**src/design/md5_pkg.sv**
```systemverilog
// ----------------------------------------------------------------------------
// MD5 package
// Shared types, step constants and round helper functions for the digest unit.
// ----------------------------------------------------------------------------
`timescale 1ns / 1ps
`default_nettype none

package md5_pkg;

  // Command carried by one input item.
  typedef enum logic [1:0] {
    CMD_DATA = 2'd0,
    CMD_LAST = 2'd1,
    CMD_END  = 2'd2,
    CMD_NOP  = 2'd3
  } md5_cmd_e;

  // Four 32-bit working or chaining words.
  typedef struct packed {
    logic [31:0] a;
    logic [31:0] b;
    logic [31:0] c;
    logic [31:0] d;
  } md5_abcd_t;

  localparam logic [31:0] MD5_K [64] = '{
    32'hd76aa478, 32'he8c7b756, 32'h242070db, 32'hc1bdceee,
    32'hf57c0faf, 32'h4787c62a, 32'ha8304613, 32'hfd469501,
    32'h698098d8, 32'h8b44f7af, 32'hffff5bb1, 32'h895cd7be,
    32'h6b901122, 32'hfd987193, 32'ha679438e, 32'h49b40821,
    32'hf61e2562, 32'hc040b340, 32'h265e5a51, 32'he9b6c7aa,
    32'hd62f105d, 32'h02441453, 32'hd8a1e681, 32'he7d3fbc8,
    32'h21e1cde6, 32'hc33707d6, 32'hf4d50d87, 32'h455a14ed,
    32'ha9e3e905, 32'hfcefa3f8, 32'h676f02d9, 32'h8d2a4c8a,
    32'hfffa3942, 32'h8771f681, 32'h6d9d6122, 32'hfde5380c,
    32'ha4beea44, 32'h4bdecfa9, 32'hf6bb4b60, 32'hbebfbc70,
    32'h289b7ec6, 32'heaa127fa, 32'hd4ef3085, 32'h04881d05,
    32'hd9d4d039, 32'he6db99e5, 32'h1fa27cf8, 32'hc4ac5665,
    32'hf4292244, 32'h432aff97, 32'hab9423a7, 32'hfc93a039,
    32'h655b59c3, 32'h8f0ccc92, 32'hffeff47d, 32'h85845dd1,
    32'h6fa87e4f, 32'hfe2ce6e0, 32'ha3014314, 32'h4e0811a1,
    32'hf7537e82, 32'hbd3af235, 32'h2ad7d2bb, 32'heb86d391
  };

  localparam logic [4:0] MD5_S [16] = '{
    5'd7, 5'd12, 5'd17, 5'd22, 5'd5, 5'd9, 5'd14, 5'd20,
    5'd4, 5'd11, 5'd16, 5'd23, 5'd6, 5'd10, 5'd15, 5'd21
  };

  // Index of the message word used at a given step.
  function automatic logic [3:0] md5_g(input logic [5:0] step);
    logic [3:0] s4;
    logic [3:0] r;
    s4 = step[3:0];
    unique case (step[5:4])
      2'd0: r = s4;
      2'd1: r = 4'(s4 * 4'd5 + 4'd1);
      2'd2: r = 4'(s4 * 4'd3 + 4'd5);
      default: r = 4'(s4 * 4'd7);
    endcase
    return r;
  endfunction

  // Boolean round function.
  function automatic logic [31:0] md5_f(input logic [1:0] rnd, input logic [31:0] b,
                                        input logic [31:0] c, input logic [31:0] d);
    logic [31:0] r;
    unique case (rnd)
      2'd0: r = (b & c) | (~b & d);
      2'd1: r = (b & d) | (c & ~d);
      2'd2: r = b ^ c ^ d;
      default: r = c ^ (b | ~d);
    endcase
    return r;
  endfunction

  function automatic logic [31:0] md5_rotl(input logic [31:0] v, input logic [4:0] s);
    logic [63:0] t;
    t = {v, v} << s;
    return t[63:32];
  endfunction

endpackage

`default_nettype wire

```
**src/design/md5_msg_buf.sv**
```systemverilog
// ----------------------------------------------------------------------------
// MD5 message block buffer
// Sixteen 32-bit words filled one byte at a time, little-endian within a word.
// ----------------------------------------------------------------------------
`timescale 1ns / 1ps
`default_nettype none

module md5_msg_buf (
  input  wire logic        clk_i,
  input  wire logic        wr_en_i,
  input  wire logic [5:0]  wr_pos_i,
  input  wire logic [7:0]  wr_byte_i,
  input  wire logic [3:0]  rd_idx_i,
  output logic      [31:0] rd_word_o
);

  logic [3:0][7:0] words_q [16];

  always_ff @(posedge clk_i) begin
    if (wr_en_i) begin
      words_q[wr_pos_i[5:2]][wr_pos_i[1:0]] <= wr_byte_i;
    end
  end

  assign rd_word_o = words_q[rd_idx_i];

endmodule

`default_nettype wire

```
**src/design/md5_step_unit.sv**
```systemverilog
// ----------------------------------------------------------------------------
// MD5 step unit
// One compression step: round function, add, rotate and add into b.
// ----------------------------------------------------------------------------
`timescale 1ns / 1ps
`default_nettype none

module md5_step_unit (
  input  wire logic [5:0]          step_i,
  input  wire md5_pkg::md5_abcd_t  st_i,
  input  wire logic [31:0]         pre_i,
  output md5_pkg::md5_abcd_t       st_o
);

  logic [31:0] f;
  logic [31:0] sum;
  logic [31:0] rot;

  // pre_i already holds a + K + W for this step.
  always_comb begin
    f      = md5_pkg::md5_f(step_i[5:4], st_i.b, st_i.c, st_i.d);
    sum    = pre_i + f;
    rot    = md5_pkg::md5_rotl(sum, md5_pkg::MD5_S[{step_i[5:4], step_i[1:0]}]);
    st_o.a = st_i.d;
    st_o.b = st_i.b + rot;
    st_o.c = st_i.b;
    st_o.d = st_i.c;
  end

endmodule

`default_nettype wire

```
**src/design/md5_message_digest_unit.sv**
```systemverilog
// ----------------------------------------------------------------------------
// MD5 message digest unit
// Streams message bytes, compresses each 64-byte block and emits the digest.
// ----------------------------------------------------------------------------
// A data byte is taken while the unit is idle; a byte that completes a
//   block holds off the input for the 64 compression steps on the shared step
//   unit and the fold, so no new byte is taken until that block is folded in.
// The digest follows the padding bytes (9 to 72), one or two compressions and
//   the load of the output register, and waits longer while the previous
//   digest is still waiting there.
// Reset: chaining words go to the MD5 initial values, byte position and bit
//   count clear, and the output register empties. The block buffer is not reset.
`timescale 1ns / 1ps
`default_nettype none

module md5_message_digest_unit (
  input  wire logic        clk_i,
  input  wire logic        rst_ni,
  input  wire logic        in_valid_i,
  output logic             in_ready_o,
  input  wire logic [1:0]  command_i,
  input  wire logic [7:0]  data_byte_i,
  output logic             out_valid_o,
  input  wire logic        out_ready_i,
  output logic [63:0]      digest_low_o,
  output logic [63:0]      digest_high_o
);

  // The sequencer waits for items in IDLE, inserts padding bytes in PAD, runs
  // the 64 compression steps in COMP, adds the working words into the chain
  // in FOLD, and hands the digest to the output register in DONE.
  typedef enum logic [2:0] {
    ST_IDLE,
    ST_PAD,
    ST_COMP,
    ST_FOLD,
    ST_DONE
  } state_e;

  // Padding runs in three phases: the 0x80 marker, zero fill up to byte 56,
  // and the eight bytes of the bit count.
  typedef enum logic [1:0] {
    PH_MARK,
    PH_ZERO,
    PH_LEN
  } phase_e;

  localparam md5_pkg::md5_abcd_t IV = '{
    a: 32'h67452301, b: 32'hefcdab89, c: 32'h98badcfe, d: 32'h10325476
  };
  localparam logic [5:0] LEN_POS = 6'd56;
  localparam logic [5:0] LAST_STEP = 6'd63;

  state_e             state_q;
  phase_e             phase_q;
  logic               pad_q;        // the message is being finished
  logic [5:0]         pos_q;
  logic [63:0]        bit_len_q;
  logic [5:0]         step_q;
  md5_pkg::md5_abcd_t chain_q;
  md5_pkg::md5_abcd_t work_q;
  logic [31:0]        pre_q;
  logic               out_valid_q;
  logic [63:0]        dig_low_q;
  logic [63:0]        dig_high_q;

  logic               buf_we;
  logic [7:0]         buf_byte;
  logic [7:0]         pad_byte;
  logic [5:0]         pos_inc;
  logic [5:0]         k_idx;
  logic [31:0]        pre_a;
  logic [31:0]        rd_word;
  logic [31:0]        pre_d;
  logic               in_fire;
  md5_pkg::md5_cmd_e  cmd;
  md5_pkg::md5_abcd_t step_out;

  assign in_ready_o    = (state_q == ST_IDLE);
  assign in_fire       = in_valid_i && in_ready_o;
  assign cmd           = md5_pkg::md5_cmd_e'(command_i);
  assign out_valid_o   = out_valid_q;
  assign digest_low_o  = dig_low_q;
  assign digest_high_o = dig_high_q;
  assign pos_inc       = pos_q + 6'd1;

  // Length bytes go out least significant first at positions 56 to 63.
  always_comb begin
    unique case (phase_q)
      PH_MARK: pad_byte = 8'h80;
      PH_LEN:  pad_byte = bit_len_q[{pos_q[2:0], 3'b000} +: 8];
      default: pad_byte = 8'h00;
    endcase
  end

  always_comb begin
    buf_we   = 1'b0;
    buf_byte = data_byte_i;
    if (state_q == ST_PAD) begin
      buf_we   = 1'b1;
      buf_byte = pad_byte;
    end else if (in_fire && (cmd == md5_pkg::CMD_DATA || cmd == md5_pkg::CMD_LAST)) begin
      buf_we = 1'b1;
    end
  end

  // The sum a + K + W of the next step is prepared and registered in pre_q. Outside
  // compression it is set up for step 0; inside, the next a is the current d.
  always_comb begin
    if (state_q == ST_COMP) begin
      k_idx = step_q + 6'd1;
      pre_a = work_q.d;
    end else begin
      k_idx = '0;
      pre_a = chain_q.a;
    end
    pre_d = pre_a + md5_pkg::MD5_K[k_idx] + rd_word;
  end

  md5_msg_buf u_buf (
    .clk_i     (clk_i),
    .wr_en_i   (buf_we),
    .wr_pos_i  (pos_q),
    .wr_byte_i (buf_byte),
    .rd_idx_i  (md5_pkg::md5_g(k_idx)),
    .rd_word_o (rd_word)
  );

  md5_step_unit u_step (
    .step_i (step_q),
    .st_i   (work_q),
    .pre_i  (pre_q),
    .st_o   (step_out)
  );

  always_ff @(posedge clk_i or negedge rst_ni) begin
    if (!rst_ni) begin
      state_q     <= ST_IDLE;
      phase_q     <= PH_MARK;
      pad_q       <= 1'b0;
      pos_q       <= '0;
      bit_len_q   <= '0;
      step_q      <= '0;
      chain_q     <= IV;
      work_q      <= '0;
      pre_q       <= '0;
      out_valid_q <= 1'b0;
      dig_low_q   <= '0;
      dig_high_q  <= '0;
    end else begin
      pre_q <= pre_d;
      // In DONE the output register is reloaded below instead.
      if (out_valid_q && out_ready_i && state_q != ST_DONE) begin
        out_valid_q <= 1'b0;
      end
      unique case (state_q)
        ST_IDLE: begin
          if (in_fire) begin
            unique case (cmd)
              md5_pkg::CMD_DATA, md5_pkg::CMD_LAST: begin
                pos_q     <= pos_inc;
                bit_len_q <= bit_len_q + 64'd8;
                pad_q     <= (cmd == md5_pkg::CMD_LAST);
                phase_q   <= PH_MARK;
                if (pos_inc == '0) begin
                  state_q <= ST_COMP;
                  work_q  <= chain_q;
                end else if (cmd == md5_pkg::CMD_LAST) begin
                  state_q <= ST_PAD;
                end
              end
              md5_pkg::CMD_END: begin
                pad_q   <= 1'b1;
                phase_q <= PH_MARK;
                state_q <= ST_PAD;
              end
              default: begin
              end
            endcase
          end
        end
        ST_PAD: begin
          pos_q <= pos_inc;
          if (phase_q != PH_LEN) begin
            phase_q <= (pos_inc == LEN_POS) ? PH_LEN : PH_ZERO;
          end
          if (pos_inc == '0) begin
            state_q <= ST_COMP;
            work_q  <= chain_q;
          end
        end
        ST_COMP: begin
          work_q <= step_out;
          step_q <= step_q + 6'd1;
          if (step_q == LAST_STEP) begin
            state_q <= ST_FOLD;
          end
        end
        ST_FOLD: begin
          chain_q.a <= chain_q.a + work_q.a;
          chain_q.b <= chain_q.b + work_q.b;
          chain_q.c <= chain_q.c + work_q.c;
          chain_q.d <= chain_q.d + work_q.d;
          if (!pad_q) begin
            state_q <= ST_IDLE;
          end else if (phase_q == PH_LEN) begin
            state_q <= ST_DONE;
          end else begin
            state_q <= ST_PAD;
          end
        end
        ST_DONE: begin
          // Wait here until the output register is free or being emptied.
          if (!out_valid_q || out_ready_i) begin
            out_valid_q <= 1'b1;
            dig_low_q   <= {chain_q.b, chain_q.a};
            dig_high_q  <= {chain_q.d, chain_q.c};
            chain_q     <= IV;
            pos_q       <= '0;
            bit_len_q   <= '0;
            pad_q       <= 1'b0;
            phase_q     <= PH_MARK;
            state_q     <= ST_IDLE;
          end
        end
        default: begin
          state_q <= ST_IDLE;
        end
      endcase
    end
  end

  // The step counter only moves during compression and wraps back to zero.
  a_step_idle: assert property (@(posedge clk_i) disable iff (!rst_ni)
    state_q != ST_COMP |-> step_q == '0)
    else $error("step counter not at zero outside compression");

  // A compression always starts on a completed block.
  a_comp_aligned: assert property (@(posedge clk_i) disable iff (!rst_ni)
    (state_q == ST_COMP && step_q == '0) |-> pos_q == '0)
    else $error("compression started on a partial block");

  // A new digest appears only out of the hand-over state.
  a_out_from_done: assert property (@(posedge clk_i) disable iff (!rst_ni)
    $rose(out_valid_o) |-> $past(state_q == ST_DONE))
    else $error("digest presented without finishing a message");

  // The digest is only handed over once the length bytes closed a block.
  a_done_closed: assert property (@(posedge clk_i) disable iff (!rst_ni)
    state_q == ST_DONE |-> (pad_q && pos_q == '0 && phase_q == PH_LEN))
    else $error("finishing state reached before padding completed");

endmodule

`default_nettype wire

```
**config.mk**
```make
export PLATFORM = sky130hd
export DESIGN_NAME = md5_message_digest_unit
export DESIGN_NICKNAME = d
export VERILOG_FILES = /design/src/design/md5_pkg.sv /design/src/design/md5_msg_buf.sv /design/src/design/md5_step_unit.sv /design/src/design/md5_message_digest_unit.sv
export SDC_FILE = /design/constraint.sdc
export NUM_CORES = 2
export LEC_CHECK = 0
export ABC_AREA = 1
export BUFFER_PORTS_ARGS = -buffer_cell sky130_fd_sc_hd__buf_4
export CORE_ASPECT_RATIO = 0.75
export CORE_MARGIN = 5
export CORE_UTILIZATION = 45
export DETAILED_ROUTE_END_ITERATION = 7
export PLACE_DENSITY = 0.6
export SETUP_SLACK_MARGIN = 0.4
export SLEW_MARGIN = 0
export SYNTH_ARGS = -nofsm -noshare
export SYNTH_HDL_FRONTEND = slang
export SYNTH_HIERARCHICAL = 1
export SYNTH_SLANG_ARGS = --single-unit
```
**constraint.sdc**
```tcl
create_clock -name clk_i -period 12.95 [get_ports clk_i]
set_clock_uncertainty 0.05 [all_clocks]
set_input_delay 0.6475 -clock clk_i [delete_from_list [all_inputs] [get_ports clk_i]]
set_output_delay 0.6475 -clock clk_i [all_outputs]
set_load 0.02 [all_outputs]
```
# After elaboration in Yosys (flattened, before gate mapping)
# Memories as Yosys holds them, arrays and structs flattened.
# Index checks and enable logic that the tools add are counted.
dict set report word_totals {
  reg_bits 499
  latchBits 0
  ramBits 512
  rom_bits 2128
  inputBits 14
  output_inout_bits 130
  wordCells 162
  memories 3
}
# name words width rd rd_clocked_by_memory_dff wr line_no
set memory_table {}
lappend memory_table {{(no name shown)} 64 32 1 0 0 md5_message_digest_unit.sv:117} ;# pre_d = pre_a + md5_pkg::MD5_K[k_idx] + rd_word;
lappend memory_table {u_buf.words_q 16 32 1 0 1 md5_msg_buf.sv:17} ;# logic [3:0][7:0] words_q [16];
lappend memory_table {{(no name shown)} 16 5 1 0 0 md5_step_unit.sv:23} ;# rot = md5_pkg::md5_rotl(sum, md5_pkg::MD5_S[{step_i[5:4], step_i[1:0]}]);
dict set report op_classes {
  add_sub_neg 13
  n_mul 3
  div 0
  magnitude_cmp 4
  n_eq_ne 24
  shifts 2
  mux 53
  bitwise 14
  n_reduce_logical 28
}
# op n
set ops {}
lappend ops {{2-to-1 mux 128 bit} 4}
lappend ops {{case mux 128 bit (3 select lines)} 1}
lappend ops {{adder 32 bit} 8}
lappend ops {{case mux 128 bit (2 select lines)} 1}
lappend ops {{2-to-1 mux 64 bit} 3}
lappend ops {{AND 32 bit} 4}
lappend ops {{2-to-1 mux 32 bit} 4}
lappend ops {{case mux 64 bit (2 select lines)} 1}
lappend ops {{OR 32 bit} 3}
lappend ops {{case mux 32 bit (3 select lines)} 1}
lappend ops {{bitwise XOR 32 bit} 3}
lappend ops {{adder 64 x 4 -> 64 bit (second input constant)} 1}
lappend ops {{NOT 32 bit} 2}
lappend ops {{indexed part select 64 x 7 -> 8 bit} 1}
lappend ops {{left shift 64 x 5 -> 64 bit} 1}
lappend ops {{2-to-1 mux 3 bit} 8}
lappend ops {{2-to-1 mux 6 bit} 4}
lappend ops {{case mux 6 bit (3 select lines)} 1}
lappend ops {{demux 8 bit (select 2 bit)} 1}
lappend ops {{2-to-1 mux 8 bit} 2}
lappend ops {{case mux 8 bit (2 select lines)} 1}
lappend ops {{case mux 3 bit (5 select lines)} 1}
lappend ops {{adder 6 x 1 -> 6 bit (second input constant)} 2}
lappend ops {{equality test 6 bit (second input constant)} 2}
lappend ops {{other kinds (42)} 81}

# Depth between registers and ports, before layout
dict set report depth {
  depth_word 8
  ltp_mapped 45
  depth_no_buf 43
}

# Hierarchy
# Netlist, hierarchy kept.
# module instances cells_each area_each_um2
set modules_own_cells {}
lappend modules_own_cells {md5_message_digest_unit 1 5316 35780.6}
lappend modules_own_cells {md5_msg_buf 1 2165 22440.3}
lappend modules_own_cells {md5_step_unit 1 1850 9366.5}

# Worst setup path before layout
# OpenSTA, ideal clock, no wires.
dict set report synth_timing {
  path_kind {register to register}
  startpoint {register step_q[4]}
  endpoint {register work_q[86] (netlist bit)}
  arrival_ns 5.370
  setup_slack_ns 7.414
  path_stages_with_launch 42
  path_buffers 2
  cell_sequence {dfrtp_1 > buf_4 > nor2_1 > inv_2 > clkbuf_1 > a21oi_1 > nor3_1 > a21oi_1 > ha_1 > fa_1 > nand3_1 > nand3_1 > nand2_1 > nand2_1 > nand2_1 > nand2_1 > xnor2_1 > nand2_1 > (+6 left out) > ha_1 > fa_1 > nand3_1 > nand2_1 > a21oi_1 > o21ai_1 > a21boi_1 > o21ai_1 > a21oi_1 > o21ai_1 > nand2_1 > nand2_1 > nand2_1 > nand2_1 > nand2_1 > o21ai_0 > nand3_1 > nand2_1}
}
# element line_no
set synth_lines {}
lappend synth_lines {{start: declaration} md5_message_digest_unit.sv:59} ;# logic [5:0] step_q;
lappend synth_lines {{start signal: assignment} md5_message_digest_unit.sv:194} ;# step_q <= step_q + 6'd1;
lappend synth_lines {{end signal: assignment} md5_message_digest_unit.sv:167} ;# work_q <= chain_q;
lappend synth_lines {{end signal: assignment} md5_message_digest_unit.sv:189} ;# work_q <= chain_q;
lappend synth_lines {{end signal: assignment} md5_message_digest_unit.sv:193} ;# work_q <= step_out;
lappend synth_lines {{end: declaration} md5_message_digest_unit.sv:61} ;# md5_pkg::md5_abcd_t work_q;

# Worst setup path in the final report
dict set report layout_timing {
  startpoint {register state_q[1]}
  endpoint {register pre_q[31]}
}
# element line_no
set layout_lines {}
lappend layout_lines {{start: declaration} md5_message_digest_unit.sv:54} ;# state_e state_q;
lappend layout_lines {{start signal: assignment} md5_message_digest_unit.sv:138} ;# state_q <= ST_IDLE;
lappend layout_lines {{start signal: assignment} md5_message_digest_unit.sv:166} ;# state_q <= ST_COMP;
lappend layout_lines {{start signal: assignment} md5_message_digest_unit.sv:169} ;# state_q <= ST_PAD;
lappend layout_lines {{equality test 3 x 2 -> 1 bit *} md5_message_digest_unit.sv:110} ;# if (state_q == ST_COMP) begin
lappend layout_lines {{2-to-1 mux 6 bit *} md5_message_digest_unit.sv:110}
lappend layout_lines {{multiplier 4 x 2 -> 4 bit / multiplier 4 x 3 -> 4 bit (equally long branches)} {md5_pkg.sv:58, md5_pkg.sv:57}}
lappend layout_lines {{adder 4 x 3 -> 4 bit / adder 4 x 1 -> 4 bit (equally long branches)} {md5_pkg.sv:58, md5_pkg.sv:57}}
lappend layout_lines {{case mux 4 bit (3 select lines) *} md5_pkg.sv:55} ;# unique case (step[5:4])
lappend layout_lines {{memory read (16 x 32 bit) *} -}
lappend layout_lines {{named net rd_word[28]} md5_message_digest_unit.sv:73} ;# logic [31:0] rd_word;
lappend layout_lines {{adder 32 bit *} md5_message_digest_unit.sv:117}
lappend layout_lines {{named net pre_d[31]} md5_message_digest_unit.sv:74} ;# logic [31:0] pre_d;
lappend layout_lines {{end signal: assignment} md5_message_digest_unit.sv:151} ;# pre_q <= pre_d;
lappend layout_lines {{end: declaration} md5_message_digest_unit.sv:62} ;# logic [31:0] pre_q;
# The timed path passes the listed nets; every way through them passes the cells marked *. The select of a mux whose other input is x is not followed.
# A chain may end at the register's enable or synchronous reset.

==> impl_metrics.csv <==
group,metric,value,unit
cells_and_area,layout-drive-gt1-share,0.0613,
place,gp_congestion,1.02,
logic_synthesis,synth_top_cell_by_area,"edfxtp_1",
place,hpwl,188000,um
die,io_pins,144,
clock_tree,cts_root_buffer,"clkbuf_16",
global_route,antenna_found_initial,5,
drt,drt_iter0_markers,7850,
setup_path,setup.worst_path.class,"flop to flop",
drt,drt-wirelength-per-cell,22.8,um
logic_synthesis,netlist-cell-type-count,62,
drt,ant_nets,0,
cells_and_area,multi_input_area,0.0327,sq mm
cells_and_area,synthToLayoutAreaGrowth,8.13,%
global_route,grtUsageTotal,0.315,
global_route,grt_start_max_net_pins,217,
setup_path,crit_required,13580,ps
drt,drc,0,
clock_tree,cts_made_buffers,107,
cells_and_area,num_antenna_cells,0,
logic_synthesis,synthDominantCellAreaShare,0.227,
logic_synthesis,synth.area.top_cells,"edfxtp_1, nand2_1, dfrtp_1, nand3_1, inv_1",
drt,vias,63600,
setup_path,critPathCaptureType,"flop",
logic_synthesis,synth_area_per_cell,7.24,sq um
timing,finalCriticalPeriod,7790,ps
timing,period_share,0.602,
worst_hold_path,min_path_type,"primary input to flop",
logic_synthesis,synth_edf_count,512,
drt,drt_first_pass_iters,7,
timing,tns,0,ps
cells_and_area,layout.nets,9542,
logic_synthesis,synth.net_count,9638,
timing,slew_viol_final,0,
status,status,"completed",
logic_synthesis,ys_ff_latch,1008,
die,dieHeight,346,um
logic_synthesis,ys_seq_area_frac,0.412,
clock_tree,clk_latency,760,ps
drt,vias_per_cell,5.61,
clock_tree,clk_pin_slew,70,ps
drt,drt-total-wl,258000,um
die,fp.dieW,458,um
die,coreArea,0.150,sq mm
logic_synthesis,synth_most_common_cell,"nand2_1",
timing,finalSetupViolCount,0,
place,port_buffers,143,
timing,rsz0062_at_grt,"no",
timing,hold_violations,0,
logic_synthesis,syn_area,0.0676,sq mm
die,dieArea,0.158,sq mm
setup_path,cp_max_fo,157,
clock_tree,clock_sinks,1008,
cells_and_area,fillCellCount,15100,
clock_tree,clockBufferDepth,3,
clock_tree,htreeDepth,3,
global_route,grt_pass1_wl,382000,um
setup_path,arrival,8420,ps
timing,relSlewSlack,0.192,
timing,worstMarginPinSlew,1210,ps
logic_synthesis,ys_warn_count,6,
global_route,grt_pass1_vias,58300,
die,rows,123,
global_route,overflow,0,
clock_tree,cts_tree,"yes",
logic_synthesis,synth_common_cells,"nand2_1, inv_1, nand3_1",
logic_synthesis,ys_dominant_reg_cell,"edfxtp_1",
logic_synthesis,synthArstFlopShare,0.492,
logic_synthesis,synthCells,9331,
timing,timing.fmax,128,MHz
cells_and_area,register_area,0.0279,sq mm
setup_path,startpoint_type,"flop",
run,maxCapViolCount,0,
die,start_util,0.452,
[final cells by class]
type                       instances  share of cell area
inverter                        1222              0.0630
multi-input combinational       6664               0.447
timing repair buffer             232              0.0248
clock inverter                    64             0.00933
sequential                      1008               0.381
tap                             2000              0.0342
clock buffer                     138              0.0402
[sequential cells by signal, indices dropped and copies added (netlist names)]
| signal | cells |
|---|---|
| digest_low_o | 64 |
| work_q | 128 |
| chain_q | 128 |
| state_q | 3 |
| pre_q | 32 |
| pad_q | 1 |
| step_q | 6 |
| out_valid_o | 1 |
| bit_len_q | 61 |
| digest_high_o | 64 |
| phase_q | 2 |
| u_buf/words_q | 512 |
| pos_q | 6 |
[repair_timing]
action / in CTS / in global routing
endpoints found under the hold margin: 83 / 0
hold buffers: 1 / 0
buffers inserted: 0 / 0
gates resized for setup: 0 / 0
[layer usage]
layer	global-route usage	wire, um	up-vias
li1	-	-	30100
met1	0.499	123000	30200
met2	0.437	102000	2886
met3	0.0681	26600	326
met4	0.0685	6020	4
met5	0	25	-
[path summary, 6_finish.rpt]
check                                              start                            end  slack, ps  cells past startpoint
max                               state_q[1]$_DFFE_PN0P_            pre_q[31]$_DFF_PN0_       5160                     26
min                                          out_ready_i          out_valid_o$_DFF_PN0_        150                      4
max reg2reg                       state_q[1]$_DFFE_PN0P_            pre_q[31]$_DFF_PN0_       5160                     26
min reg2reg                digest_high_o[57]$_DFFE_PN0P_  digest_high_o[57]$_DFFE_PN0P_        420                      2
max in group asynchronous                         rst_ni  digest_high_o[18]$_DFFE_PN0P_      10310                      4
min in group asynchronous                         rst_ni      bit_len_q[26]$_DFFE_PN0P_        440                      2
[kinds of logic after synthesis]
logic type	synth area share
xor gates and xnor gates	0.0122
DFF	0.412
buffers and inverters	0.106
and+or+nand+nor	0.311
AOI/OAI and AO/OA	0.0999
adders and majority gates	0.0586
[layout by cell type, fill, tap and decap left out, types with 8 or more instances in the layout]
cell        netlist  layout
clkbuf_8          0      12
o22ai_1          74      74
xnor2_1          24      24
clkbuf_16         0     108
ha_1            254     254
edfxtp_1        512     512
a31oi_1          12      12
and2_1            9       9
clkinvlp_4        0      10
clkinv_2          0      22
o21bai_1         20      20
nand2_1        3000    2995
nand4_1          85      85
clkbuf_1        138      18
inv_2            19      18
nor2_1          617     616
bufinv_16         0       8
fa_1             39      39
or2_2            36      36
inv_1          1200    1198
a21oi_1         428     428
nand3b_1         17      17
a21o_1           24      24
clkinv_1          2      12
nor2_2           12       9
nor4_1            8       8
a21boi_0         15      15
nor3_1          137     137
o21ai_0         515     508
o21a_1           20      20
o211ai_1         22      22
xor2_1           70      69
dfrtp_1         432     432
dfstp_2          64      64
nand3_1        1110    1109
buf_4           111     225
o21ai_1          33      37
o31ai_1          11      11
[stage by stage]
| stage | utilization | worst slack, ps | hold slack, ps | area [sq um] | cells |
|---|---|---|---|---|---|
| floorplan | - | 7410 | 302 | 67600 | 9331 |
| global placement | 0.464 | 5470 | 410 | 69400 | 11100 |
| detailed placement | 0.464 | 5510 | 410 | 69500 | 11100 |
| CTS | 0.489 | 5470 | 98.5 | 73100 | 11300 |
| global route | 0.489 | 4780 | 140 | 73100 | 11300 |
| finish | 0.489 | 5160 | 146 | 73100 | 11300 |
[critical path, cell delays in order (launching register included)]
cell and delay, ps:
dfrtp_1 480, nand2_1 140, nor2_4 500, nand3_1 610, nand2_2 480, nand2_1 210, xor2_4 160, buf_4 810
inv_6 530, buf_12 420, nand2_1 190, nand3_1 90, nand3_1 120, nand3_1 200, nand2_1 250, inv_1 90
fa_1 540, inv_1 50, ha_1 380, nand2_1 140, nor3_1 260, nand2_1 120, nor3_1 230, nand2_1 90
nand3_1 70, nand3_1 80, nand2_1 70
Power is not shown: default switching activity piles up to over one toggle a cycle in this logic, so the estimate is an artifact.
